**src/sv/blsi_pkg.sv**
```systemverilog
package blsi_pkg;

  localparam int unsigned DATA_W = 32;

  // request codes
  localparam logic [2:0] REQ_INS_HEAD   = 3'd0;
  localparam logic [2:0] REQ_INS_TAIL   = 3'd1;
  localparam logic [2:0] REQ_REM_HEAD   = 3'd2;
  localparam logic [2:0] REQ_REM_TAIL   = 3'd3;
  localparam logic [2:0] REQ_INS_SORTED = 3'd4;
  localparam logic [2:0] REQ_DUMP       = 3'd5;

  // status codes
  localparam logic [1:0] ST_OK    = 2'd0;
  localparam logic [1:0] ST_EMPTY = 2'd1;
  localparam logic [1:0] ST_FULL  = 2'd2;

endpackage

```
**src/sv/blsi_ram.sv**
```systemverilog
module blsi_ram #(
  parameter int unsigned WIDTH = 32,
  parameter int unsigned DEPTH = 16
) (
  input  logic                     clk_i,
  input  logic                     we_i,
  input  logic [$clog2(DEPTH)-1:0] waddr_i,
  input  logic [WIDTH-1:0]         wdata_i,
  input  logic [$clog2(DEPTH)-1:0] raddr_i,
  output logic [WIDTH-1:0]         rdata_o
);

  logic [WIDTH-1:0] mem_q [DEPTH];
  logic [WIDTH-1:0] rdata_q;

  always_ff @(posedge clk_i) begin
    if (we_i) begin
      mem_q[waddr_i] <= wdata_i;
    end
    rdata_q <= mem_q[raddr_i];
  end

  assign rdata_o = rdata_q;

endmodule

```
**src/sv/bounded_list_deque_sorted_insert_unit.sv**
```systemverilog
// channel   | signals                                   | handshake
// ----------+-------------------------------------------+----------------------------
// request   | req_type_i, value_in_i                    | taken when start && !busy
// result    | status_o, value_out_o, last_o             | done_o high for one cycle
//
// entries sit in a ram with one write and one registered read port, so every moved
// or read entry takes a read state, then a write or emit state; beats are registered.
// remove tail, refused, empty and spare requests are answered from idle; insert tail puts;
// insert head shifts every entry up, remove head shifts them down, dump emits each;
// sorted insert scans to the first greater entry, shifts the tail up to it and puts.
// reset clears state, count and done_o, no ram clearing pass; the receiver cannot stall.
module bounded_list_deque_sorted_insert_unit #(
  parameter int unsigned DEPTH = 16
) (
  input  logic               clk_i,
  input  logic               rst_ni,
  input  logic               start,
  output logic               busy,
  input  logic [2:0]         req_type_i,
  input  logic signed [31:0] value_in_i,
  output logic               done_o,
  output logic [1:0]         status_o,
  output logic signed [31:0] value_out_o,
  output logic               last_o
);

  localparam int unsigned AW = $clog2(DEPTH);
  localparam int unsigned CW = $clog2(DEPTH + 1);

  localparam logic [3:0] S_IDLE     = 4'd0;
  localparam logic [3:0] S_SCAN_RD  = 4'd1;
  localparam logic [3:0] S_SCAN_CMP = 4'd2;
  localparam logic [3:0] S_UP_RD    = 4'd3;
  localparam logic [3:0] S_UP_WR    = 4'd4;
  localparam logic [3:0] S_PUT      = 4'd5;
  localparam logic [3:0] S_DN_RD    = 4'd6;
  localparam logic [3:0] S_DN_WR    = 4'd7;
  localparam logic [3:0] S_DUMP_RD  = 4'd8;
  localparam logic [3:0] S_DUMP_OUT = 4'd9;

  logic [3:0]    state_q, state_d;
  logic [CW-1:0] cnt_q, cnt_d;
  logic [AW-1:0] idx_q, idx_d;
  logic [AW-1:0] pos_q, pos_d;
  logic signed [blsi_pkg::DATA_W-1:0] val_q, val_d;

  logic               res_valid_q, res_valid_d;
  logic [1:0]         res_status_q, res_status_d;
  logic signed [31:0] res_value_q, res_value_d;
  logic               res_last_q, res_last_d;

  logic                        ram_we;
  logic [AW-1:0]               ram_waddr;
  logic [blsi_pkg::DATA_W-1:0] ram_wdata;
  logic [AW-1:0]               ram_raddr;
  logic [blsi_pkg::DATA_W-1:0] ram_rdata;

  logic          accept;
  logic          full;
  logic          step_dn;
  logic [CW-1:0] adj;
  logic [CW-1:0] cnt_m1;
  logic          greater;

  blsi_ram #(
    .WIDTH (blsi_pkg::DATA_W),
    .DEPTH (DEPTH)
  ) u_ram (
    .clk_i   (clk_i),
    .we_i    (ram_we),
    .waddr_i (ram_waddr),
    .wdata_i (ram_wdata),
    .raddr_i (ram_raddr),
    .rdata_o (ram_rdata)
  );

  assign busy    = (state_q != S_IDLE);
  assign accept  = start && !busy;
  assign full    = (cnt_q == CW'(DEPTH));
  assign cnt_m1  = cnt_q - CW'(1);

  // shared index stepper and the scan comparator
  assign step_dn = (state_q == S_UP_RD) || (state_q == S_UP_WR);
  assign adj     = CW'(idx_q) + (step_dn ? {CW{1'b1}} : CW'(1));
  assign greater = $signed(ram_rdata) > val_q;

  always_comb begin
    state_d      = state_q;
    cnt_d        = cnt_q;
    idx_d        = idx_q;
    pos_d        = pos_q;
    val_d        = val_q;
    res_valid_d  = 1'b0;
    res_status_d = blsi_pkg::ST_OK;
    res_value_d  = '0;
    res_last_d   = 1'b1;
    ram_we       = 1'b0;
    ram_waddr    = idx_q;
    ram_wdata    = ram_rdata;
    ram_raddr    = idx_q;

    unique case (state_q)
      S_IDLE: begin
        if (accept) begin
          val_d = value_in_i;
          priority if ((req_type_i == blsi_pkg::REQ_INS_HEAD) ||
                       (req_type_i == blsi_pkg::REQ_INS_TAIL) ||
                       (req_type_i == blsi_pkg::REQ_INS_SORTED)) begin
            if (full) begin
              res_valid_d  = 1'b1;
              res_status_d = blsi_pkg::ST_FULL;
            end else if (req_type_i == blsi_pkg::REQ_INS_TAIL) begin
              pos_d   = cnt_q[AW-1:0];
              state_d = S_PUT;
            end else if (cnt_q == '0) begin
              pos_d   = '0;
              state_d = S_PUT;
            end else if (req_type_i == blsi_pkg::REQ_INS_HEAD) begin
              pos_d   = '0;
              idx_d   = cnt_q[AW-1:0];
              state_d = S_UP_RD;
            end else begin
              idx_d   = '0;
              state_d = S_SCAN_RD;
            end
          end else if ((req_type_i == blsi_pkg::REQ_REM_HEAD) ||
                       (req_type_i == blsi_pkg::REQ_REM_TAIL)) begin
            if (cnt_q == '0) begin
              res_valid_d  = 1'b1;
              res_status_d = blsi_pkg::ST_EMPTY;
            end else if ((req_type_i == blsi_pkg::REQ_REM_TAIL) ||
                         (cnt_q == CW'(1))) begin
              cnt_d       = cnt_m1;
              res_valid_d = 1'b1;
            end else begin
              idx_d   = '0;
              state_d = S_DN_RD;
            end
          end else if (req_type_i == blsi_pkg::REQ_DUMP) begin
            if (cnt_q == '0) begin
              res_valid_d  = 1'b1;
              res_status_d = blsi_pkg::ST_EMPTY;
            end else begin
              idx_d   = '0;
              state_d = S_DUMP_RD;
            end
          end else begin
            res_valid_d = 1'b1;
          end
        end
      end
      S_SCAN_RD: begin
        state_d = S_SCAN_CMP;
      end
      S_SCAN_CMP: begin
        if (greater) begin
          pos_d   = idx_q;
          idx_d   = cnt_q[AW-1:0];
          state_d = S_UP_RD;
        end else if (adj == cnt_q) begin
          pos_d   = cnt_q[AW-1:0];
          state_d = S_PUT;
        end else begin
          idx_d   = adj[AW-1:0];
          state_d = S_SCAN_RD;
        end
      end
      S_UP_RD: begin
        ram_raddr = adj[AW-1:0];
        state_d   = S_UP_WR;
      end
      S_UP_WR: begin
        ram_we = 1'b1;
        idx_d  = adj[AW-1:0];
        if (adj[AW-1:0] == pos_q) begin
          state_d = S_PUT;
        end else begin
          state_d = S_UP_RD;
        end
      end
      S_PUT: begin
        ram_we      = 1'b1;
        ram_waddr   = pos_q;
        ram_wdata   = val_q;
        cnt_d       = cnt_q + CW'(1);
        res_valid_d = 1'b1;
        state_d     = S_IDLE;
      end
      S_DN_RD: begin
        ram_raddr = adj[AW-1:0];
        state_d   = S_DN_WR;
      end
      S_DN_WR: begin
        ram_we = 1'b1;
        idx_d  = adj[AW-1:0];
        if (adj == cnt_m1) begin
          cnt_d       = cnt_m1;
          res_valid_d = 1'b1;
          state_d     = S_IDLE;
        end else begin
          state_d = S_DN_RD;
        end
      end
      S_DUMP_RD: begin
        state_d = S_DUMP_OUT;
      end
      S_DUMP_OUT: begin
        res_valid_d = 1'b1;
        res_value_d = ram_rdata;
        res_last_d  = (CW'(idx_q) == cnt_m1);
        if (CW'(idx_q) == cnt_m1) begin
          state_d = S_IDLE;
        end else begin
          idx_d   = adj[AW-1:0];
          state_d = S_DUMP_RD;
        end
      end
      default: begin
        state_d = S_IDLE;
      end
    endcase
  end

  always_ff @(posedge clk_i or negedge rst_ni) begin
    if (!rst_ni) begin
      state_q     <= S_IDLE;
      cnt_q       <= '0;
      res_valid_q <= 1'b0;
    end else begin
      state_q     <= state_d;
      cnt_q       <= cnt_d;
      res_valid_q <= res_valid_d;
    end
  end

  always_ff @(posedge clk_i) begin
    idx_q        <= idx_d;
    pos_q        <= pos_d;
    val_q        <= val_d;
    res_status_q <= res_status_d;
    res_value_q  <= res_value_d;
    res_last_q   <= res_last_d;
  end

  assign done_o      = res_valid_q;
  assign status_o    = res_status_q;
  assign value_out_o = res_value_q;
  assign last_o      = res_last_q;

  // a beat that is not the last of its request only comes from a dump in flight
  assert property (@(posedge clk_i) disable iff (!rst_ni)
    done_o && !last_o |-> busy && (status_o == blsi_pkg::ST_OK))
    else $error("non-final beat outside a running dump");

  assert property (@(posedge clk_i) disable iff (!rst_ni)
    cnt_q <= CW'(DEPTH))
    else $error("entry count beyond depth");

  assert property (@(posedge clk_i) disable iff (!rst_ni)
    ram_we |-> busy)
    else $error("ram written while idle");

  assert property (@(posedge clk_i) disable iff (!rst_ni)
    accept && full && ((req_type_i == blsi_pkg::REQ_INS_HEAD) ||
                       (req_type_i == blsi_pkg::REQ_INS_TAIL) ||
                       (req_type_i == blsi_pkg::REQ_INS_SORTED))
    |=> done_o && (status_o == blsi_pkg::ST_FULL) && $stable(cnt_q))
    else $error("insert into full list not refused");

  assert property (@(posedge clk_i) disable iff (!rst_ni)
    done_o && last_o |-> !busy)
    else $error("final beat while sequencer still running");

endmodule

```
**config.mk**
```make
export PLATFORM = sky130hd
export DESIGN_NAME = bounded_list_deque_sorted_insert_unit
export DESIGN_NICKNAME = d
export VERILOG_FILES = /design/src/sv/blsi_pkg.sv /design/src/sv/blsi_ram.sv /design/src/sv/bounded_list_deque_sorted_insert_unit.sv
export SDC_FILE = /design/constraint.sdc
export NUM_CORES = 1
export LEC_CHECK = 0
export ABC_CLOCK_PERIOD_IN_PS = 8650
export BUFFER_PORTS_ARGS = -buffer_cell sky130_fd_sc_hd__buf_4
export CELL_PAD_IN_SITES_DETAIL_PLACEMENT = 1
export CELL_PAD_IN_SITES_GLOBAL_PLACEMENT = 1
export CORE_MARGIN = 2
export CORE_UTILIZATION = 58
export CTS_CLUSTER_DIAMETER = 120
export DETAILED_ROUTE_END_ITERATION = 16
export PLACE_DENSITY = 0.88
export SYNTH_ARGS = -nofsm -noshare
export SYNTH_HDL_FRONTEND = slang
export SYNTH_SLANG_ARGS = --single-unit
export TNS_END_PERCENT = 10
```
**constraint.sdc**
```tcl
create_clock -name clk_i -period 8.65 [get_ports clk_i]
set_input_delay 0.865 -clock clk_i [delete_from_list [all_inputs] [get_ports clk_i]]
set_output_delay 0.865 -clock clk_i [all_outputs]
set_load 0.05 [all_outputs]
```
==> summary.md, run 1 <==
| Metric | Value |
|---|---|
| Status | completed |
| Top cells by area, synth | edfxtp_1 (66%), mux4_2 (11%), dfxtp_1 (5.3%) |
| Core area | 43000 um^2 |
| Hold slack | 62.3 ps |
| Die area | 45100 um^2 |
| Period utilization | 55.8% |
| Leak pwr | 9.86 nW |
| First-pass GRT wire length | 97.5 mm |
| Post-Syn Area | 25200 um^2 |
| Number of synthesized flops with an enable pin | 552 |
| Count of cell types in the netlist | 59 |
| Top cell type's share of synthesized area | 65.8% |
| Final net count | 1502 |
| Worst IR Drop VDD | 0.000374 V |
| CP Max Fanout | 4 |
| Synth warn | 0 |
| # setup viols final | 0 |
| Wire length per cell | 32.3 um |
| Max_cap viols | 0 |
| Final min period | 4820 ps |
| Post-CTS Resized | 0 |
| Slowest stage cell, crit path | nor4_1 |
| Clock Tree Buf Depth | 3 |
| WL final | 66.6 mm |
| DR vias | 13.3k |
| DP HPWL | 35.0 mm |
| Critical path class | register to register |
| Global-route usage over all layers | 30.6% |
| GR Overflow Total | 0 |
| Vias in the first global route | 14.4k |
| Worst Path Buf+Inv | 1 |
| Initial DRC count | 1567 |
| Worst Hold Class | primary input to asynchronous set/reset pin |
| Worst-margin pin slew | 1280 ps |
| # port buffers | 74 |
| Die height | 212 um |
| Routed Antenna Nets | 0 |
| Final Skew | 20.8 ps |
| Power per cell area | 396 nW/um^2 |
| Row cnt | 76 |
| Final setup TNS | 0 ps |
| Post-Syn Nets | 1403 |
| Reg2reg setup slack | 3830 ps |
| Syn avg cell area | 19.0 um^2 |
| Initial core utilization | 58.6% |
| Crit path required time | 8910 ps |
| Largest delay contributor family on the critical path | simple AND/OR/NAND/NOR gates |
| Cts bufs inserted | 61 |
| Largest net degree at the start of global routing | 129 |
| RSZ-0062 raised after global routing | false |
| P&R area growth vs syn | 13.6% |
| Slew headroom | 14.3% |
| Initial antenna violation count | 1 |
| Clock sinks | 629 |
| Critical path's largest stage delay | 800 ps |
| Post-synth top area cell | edfxtp_1 |
| Max Slew Vio Count | 0 |
| Share of layout cells above drive strength 1 | 26.4% |
| Final Hold Viols | 0 |
| Worst-path clk slew | 70 ps |
| Count leader, synth | edfxtp_1 |
| Prevailing post-synth register cell | edfxtp_1 |
| GP Congestion | 0.813 |
| Fmax | 207 MHz |
| CTS H-tree lvls | 2 |
| CP cell instances | inv_1 > ha_1 > nand4_1 > nor4_1 > o21ai_0 > a41o_1 > a211oi_1 > nand3b_1 > nor3b_1 |
| Crit. End Element | register |
| Antenna Cells | 0 |
| Worst-Skew Late Latency | 630 ps |
| Post-synthesis sequential element count | 629 |
| Layout fillers | 3530 |
| Endpoint arrival time on the critical path | 5080 ps |
| Initial DRT Pass Iterations | 8 |
| DR vias/cell | 6.45 |
| Ports | 75 |
| Top post-synthesis cells by count | edfxtp_1 (552), mux4_2 (128), mux2i_1 (100) |
| Post-CTS Setup Bufs | 0 |
| # hold bufs at CTS | 0 |
| Sequential fraction of the synthesis area | 72.2% |
| CTS root buffer | clkbuf_16 |
| Post-Synthesis Cells | 1325 |
| Drt drc | 0 |
| Die outline width | 212 um |
| Crit path launch type | register |
| CTS tree | done |
| Ys async rst share | 1.59% |
## power by group
part | switching [W] | internal [W] | leakage, nW
Combinational | 0.00248 | 0.00175 | 3.17
Clock | 0.00118 | 0.00161 | 1.03
Sequential | 0.000252 | 0.00405 | 5.66
Total | 0.00391 | 0.00741 | 9.86
## routing by layer
metal | share of wire, % | track usage [%] | up-vias
met1 | 38 | 40.0 | 6942
met4 | 4.1 | 13.3 | 0
li1 | - | - | 5451
met2 | 50 | 50.9 | 727
met3 | 8.0 | 5.64 | 167
met5 | 0 | 0 | -
## area by class of cell
type                       count  area (um^2)  area share (%)
inverter                      45          169           0.591
sequential                   629        18200            63.5
multi-input combinational    589         6690            23.4
timing repair buffer          98          748            2.62
clock inverter                36          414            1.45
clock buffer                  79         1680            5.86
tap                          585          732            2.56
## cells by family after synthesis
kind of cell             share of synthesized area (%)
XOR/XNOR                                          1.16
multiplexers                                      16.9
flip-flops                                        72.2
AND/OR/NAND/NOR                                   3.67
AO/OA/AOI/OAI                                     2.24
adder cells (fa/ha/maj)                           2.02
buffers and inverters                             1.90
## sequential cells by signal, summed over array words and instances, names as in the netlist
register	flops
u_ram.mem_q	512
u_ram.rdata_o	32
val_q	32
value_out_o	32
cnt_q	5
idx_q	4
pos_q	4
state_q	4
status_o	2
done_o	1
last_o	1
## placed cells by master, fill, tap and decap left out, drive strengths merged, types with 2 or more instances in the layout
master    netlist  routed
edfxtp        552     552
mux4          128     128
mux2i         100     100
buf            39      98
clkbuf         23      79
dfxtp          67      67
inv            45      45
nor2           40      40
ha             39      39
and2           34      34
nand2          33      33
mux2           32      32
o21ai          27      27
a21oi          26      26
clkinv          0      25
xnor2          21      21
nor3           11      11
nand3          11      11
nand2b         10      10
dfrtp          10      10
bufinv          0       8
xor2            7       7
nor3b           7       7
nor2b           6       6
nand4           6       6
a31oi           5       5
nor4            4       4
and3            4       4
a22o            4       4
clkinvlp        0       3
a211oi          3       3
a22oi           3       3
or2             2       2
and4            2       2
a21o            2       2
a41oi           2       2
nand3b          2       2
## worst paths after layout
path,start,to,cells past startpoint
max,val_q[15]$_DFFE_PP_,idx_q[3]$_DFFE_PP_,9
min,rst_ni,cnt_q[1]$_DFFE_PN0P_,1
max reg2reg,val_q[15]$_DFFE_PP_,idx_q[3]$_DFFE_PP_,9
min reg2reg,u_ram.rdata_o[7]$_DFF_P_,value_out_o[7]$_SDFF_PN0_,1
max in group asynchronous,rst_ni,state_q[1]$_DFFE_PN0P_,1
min in group clk_i,value_in_i[22],val_q[22]$_DFFE_PP_,1
## metrics by stage
step,std cells,area [um^2],total power (W),setup WS [ps],util (%)
2_1_floorplan,1325,25200,0.00731,5040,-
3_3_place_gp,1946,26500,0.00817,4190,61.7
3_5_place_dp,1946,26500,0.00845,3980,61.7
4_1_cts,2061,28600,0.0113,3830,66.5
5_1_grt,2061,28600,0.0117,3580,66.5
6_report,2061,28600,0.0113,3830,66.5
No activity file was read; power rests on OpenSTA's default activity.
==> run 2: changes to the inputs <==
--- a/config.mk
+++ b/config.mk
@@ -5,15 +5,15 @@
 export SDC_FILE = /design/constraint.sdc
 export NUM_CORES = 1
 export LEC_CHECK = 0
-export ABC_CLOCK_PERIOD_IN_PS = 8650
+export ABC_CLOCK_PERIOD_IN_PS = 4600
 export BUFFER_PORTS_ARGS = -buffer_cell sky130_fd_sc_hd__buf_4
 export CELL_PAD_IN_SITES_DETAIL_PLACEMENT = 1
 export CELL_PAD_IN_SITES_GLOBAL_PLACEMENT = 1
 export CORE_MARGIN = 2
-export CORE_UTILIZATION = 58
+export CORE_UTILIZATION = 54
 export CTS_CLUSTER_DIAMETER = 120
 export DETAILED_ROUTE_END_ITERATION = 16
-export PLACE_DENSITY = 0.88
+export PLACE_DENSITY = 0.83
 export SYNTH_ARGS = -nofsm -noshare
 export SYNTH_HDL_FRONTEND = slang
 export SYNTH_SLANG_ARGS = --single-unit
==> constraint.sdc (replaced) <==
create_clock -name clk_i -period 4.6 [get_ports clk_i]
set_input_delay 0.46 -clock clk_i [delete_from_list [all_inputs] [get_ports clk_i]]
set_output_delay 0.46 -clock clk_i [all_outputs]
set_load 0.05 [all_outputs]
==> run 2 against run 1 <==
Against the previous run:
- sequential share of layout area is 1.2 points lower
- fmax is 12% higher
- cell count is 2.6% higher
- critical path depth is 1 higher
- critical endpoint unchanged
==> summary.md, run 2 (synthesis gave the netlist of run 1 again) <==
| Metric | Value |
|---|---|
| Initial DRT Pass Iterations | 5 |
| Routed Antenna Nets | 0 |
| Die outline width | 220 um |
| Worst-margin pin slew | 1170 ps |
| Initial core utilization | 54.4% |
| Max Slew Vio Count | 0 |
| First-pass GRT wire length | 96.5 mm |
| Leak pwr | 10.1 nW |
| Crit. End Element | register |
| Sequential Area | 18200 um^2 |
| Crit path required time | 4920 ps |
| Commonest non-fill, non-tap cell in the layout | edfxtp_1 |
| Clock sinks | 629 |
| GP Congestion | 0.837 |
| P&R area growth vs syn | 15.7% |
| Wire length per cell | 30.7 um |
| Critical Path Start | val_q[31]$_DFFE_PP_ |
| WL final | 64.9 mm |
| Final Skew | 18.3 ps |
| Reg-to-Reg Start | val_q[31]$_DFFE_PP_ |
| Power per cell area | 743 nW/um^2 |
| Global-route usage over all layers | 27.9% |
| DP HPWL | 37.2 mm |
| Drt drc | 0 |
| Core area | 46300 um^2 |
| # port buffers | 74 |
| CP Max Fanout | 5 |
| GR Overflow Total | 0 |
| Endpoint arrival time on the critical path | 4610 ps |
| Final net count | 1531 |
| Largest net degree at the start of global routing | 61 |
| Initial DRC count | 1481 |
| Row cnt | 79 |
| Most frequent cells in the layout | edfxtp_1 (552), mux4_2 (128), buf_4 (100), mux2i_1 (99), clkbuf_16 (68) |
| RSZ-0062 raised after global routing | false |
| Final min period | 4290 ps |
| Worst IR Drop VDD | 0.000505 V |
| Status | completed |
| Share of layout cells above drive strength 1 | 27.0% |
| Number of flip-flops in the largest register | 512 |
| Slew headroom | 22.0% |
| Period utilization | 93.2% |
| Die area | 48400 um^2 |
| Routing usage on met1 | 36.2% |
| Post-CTS Resized | 0 |
| Final setup TNS | 0 ps |
| Hold Crit Start | value_in_i[25] |
| Top Usage Layer GRT | met2 |
| Layout fillers | 3881 |
| Vias in the first global route | 14.4k |
| Die height | 220 um |
| Critical path class | register to register |
| Placed insts | 1985 |
| Multi-input gate area | 6690 um^2 |
| Initial antenna violation count | 0 |
| Max_cap viols | 0 |
| Met2 Use GR | 47.8% |
| # setup viols final | 0 |
| Worst-path clk slew | 70 ps |
| Most flops, register | u_ram.mem_q |
| Ports | 75 |
| M3 GR Usage | 4.83% |
| DR vias/cell | 6.29 |
| DR vias | 13.3k |
| Fmax | 233 MHz |
| Crit path launch type | register |
| Worst-Skew Late Latency | 610 ps |
| Final Hold Viols | 0 |
| CTS H-tree lvls | 3 |
| Non-filler cells, final | 2115 |
| CTS root buffer | clkbuf_16 |
| Clock Tree Buf Depth | 3 |
| Cts bufs inserted | 67 |
| Worst Hold Class | primary input to register |
| CTS tree | done |
[run 2: changes by cell type in the layout (fill, tap and decap cells not counted), moves of 4 or more]
cell,previous run,this run
buf_12,1,15
dlygate4sd3_1,0,6
inv_6,0,5
clkinvlp_4,3,7
clkinv_2,16,9
clkbuf_16,62,68
clkbuf_1,11,15
clkinv_1,3,7
clkbuf_8,6,2
clkinv_4,5,0
[run 2: path summary, 6_finish.rpt]
path | slack, ps | endpoint | depth (start not counted)
worst max-delay path | 310 | idx_q[3]$_DFFE_PP_ | 10
worst min-delay path | 30 | val_q[25]$_DFFE_PP_ | 1
worst max register to register | 310 | idx_q[3]$_DFFE_PP_ | 10
worst min register to register | 510 | value_out_o[2]$_SDFF_PN0_ | 1
max in group asynchronous | 4200 | done_o$_DFF_PN0_ | 2
min in group asynchronous | 230 | cnt_q[2]$_DFFE_PN0P_ | 2
[run 2: through the flow]
step                      cell area, um^2  hold slack, ps  worst slack (ps)  util [%]  total power (W)
after floorplan                     25200             164               993         -           0.0137
after global placement              26800             306               845      58.0           0.0156
after detailed placement            26800             306               324      58.0           0.0161
after CTS                           29100           0.338               337      63.0           0.0218
after global routing                29100            7.41               296      63.0           0.0225
final                               29100            27.5               311      63.0           0.0217
[run 2: critical path, stage by stage, from the launching register on]
cell and delay (ps):
edfxtp_1 390, inv_1 80, ha_1 540, nand4_1 370, nor4_1 870, nor2b_1 130
a41o_1 330, a211oi_1 640, nand3b_1 230, nor3b_1 230, buf_4 190
[run 2: final cells by class]
type | instances | share of cell area (%)
clock buffer | 85 | 6.13
inverter | 45 | 0.580
timing repair buffer | 121 | 3.81
tap | 607 | 2.61
antenna | 1 | 0.00859
clock inverter | 38 | 1.52
multi-input combinational | 589 | 23.0
sequential | 629 | 62.4
[run 2: metal layers]
metal | vias to the layer above | part of all wire, % | wire (um)
li1 | 5530 | - | -
met1 | 7079 | 39 | 25400
met2 | 555 | 52 | 33700
met3 | 139 | 5.9 | 3840
met4 | 0 | 3.0 | 1920
met5 | - | 0 | 0
[run 2: what timing repair did]
action                    4_1_cts  5_1_grt
buffers inserted                0        0
hold buffers                    6        0
hold endpoints to repair       15        0
[run 2: where the power goes]
part           switching [W]  internal (W)  leakage, nW  total [W]
Sequential          0.000464       0.00762         5.66    0.00808
Clock                0.00228       0.00323         1.07    0.00552
Combinational        0.00463       0.00343         3.33    0.00806
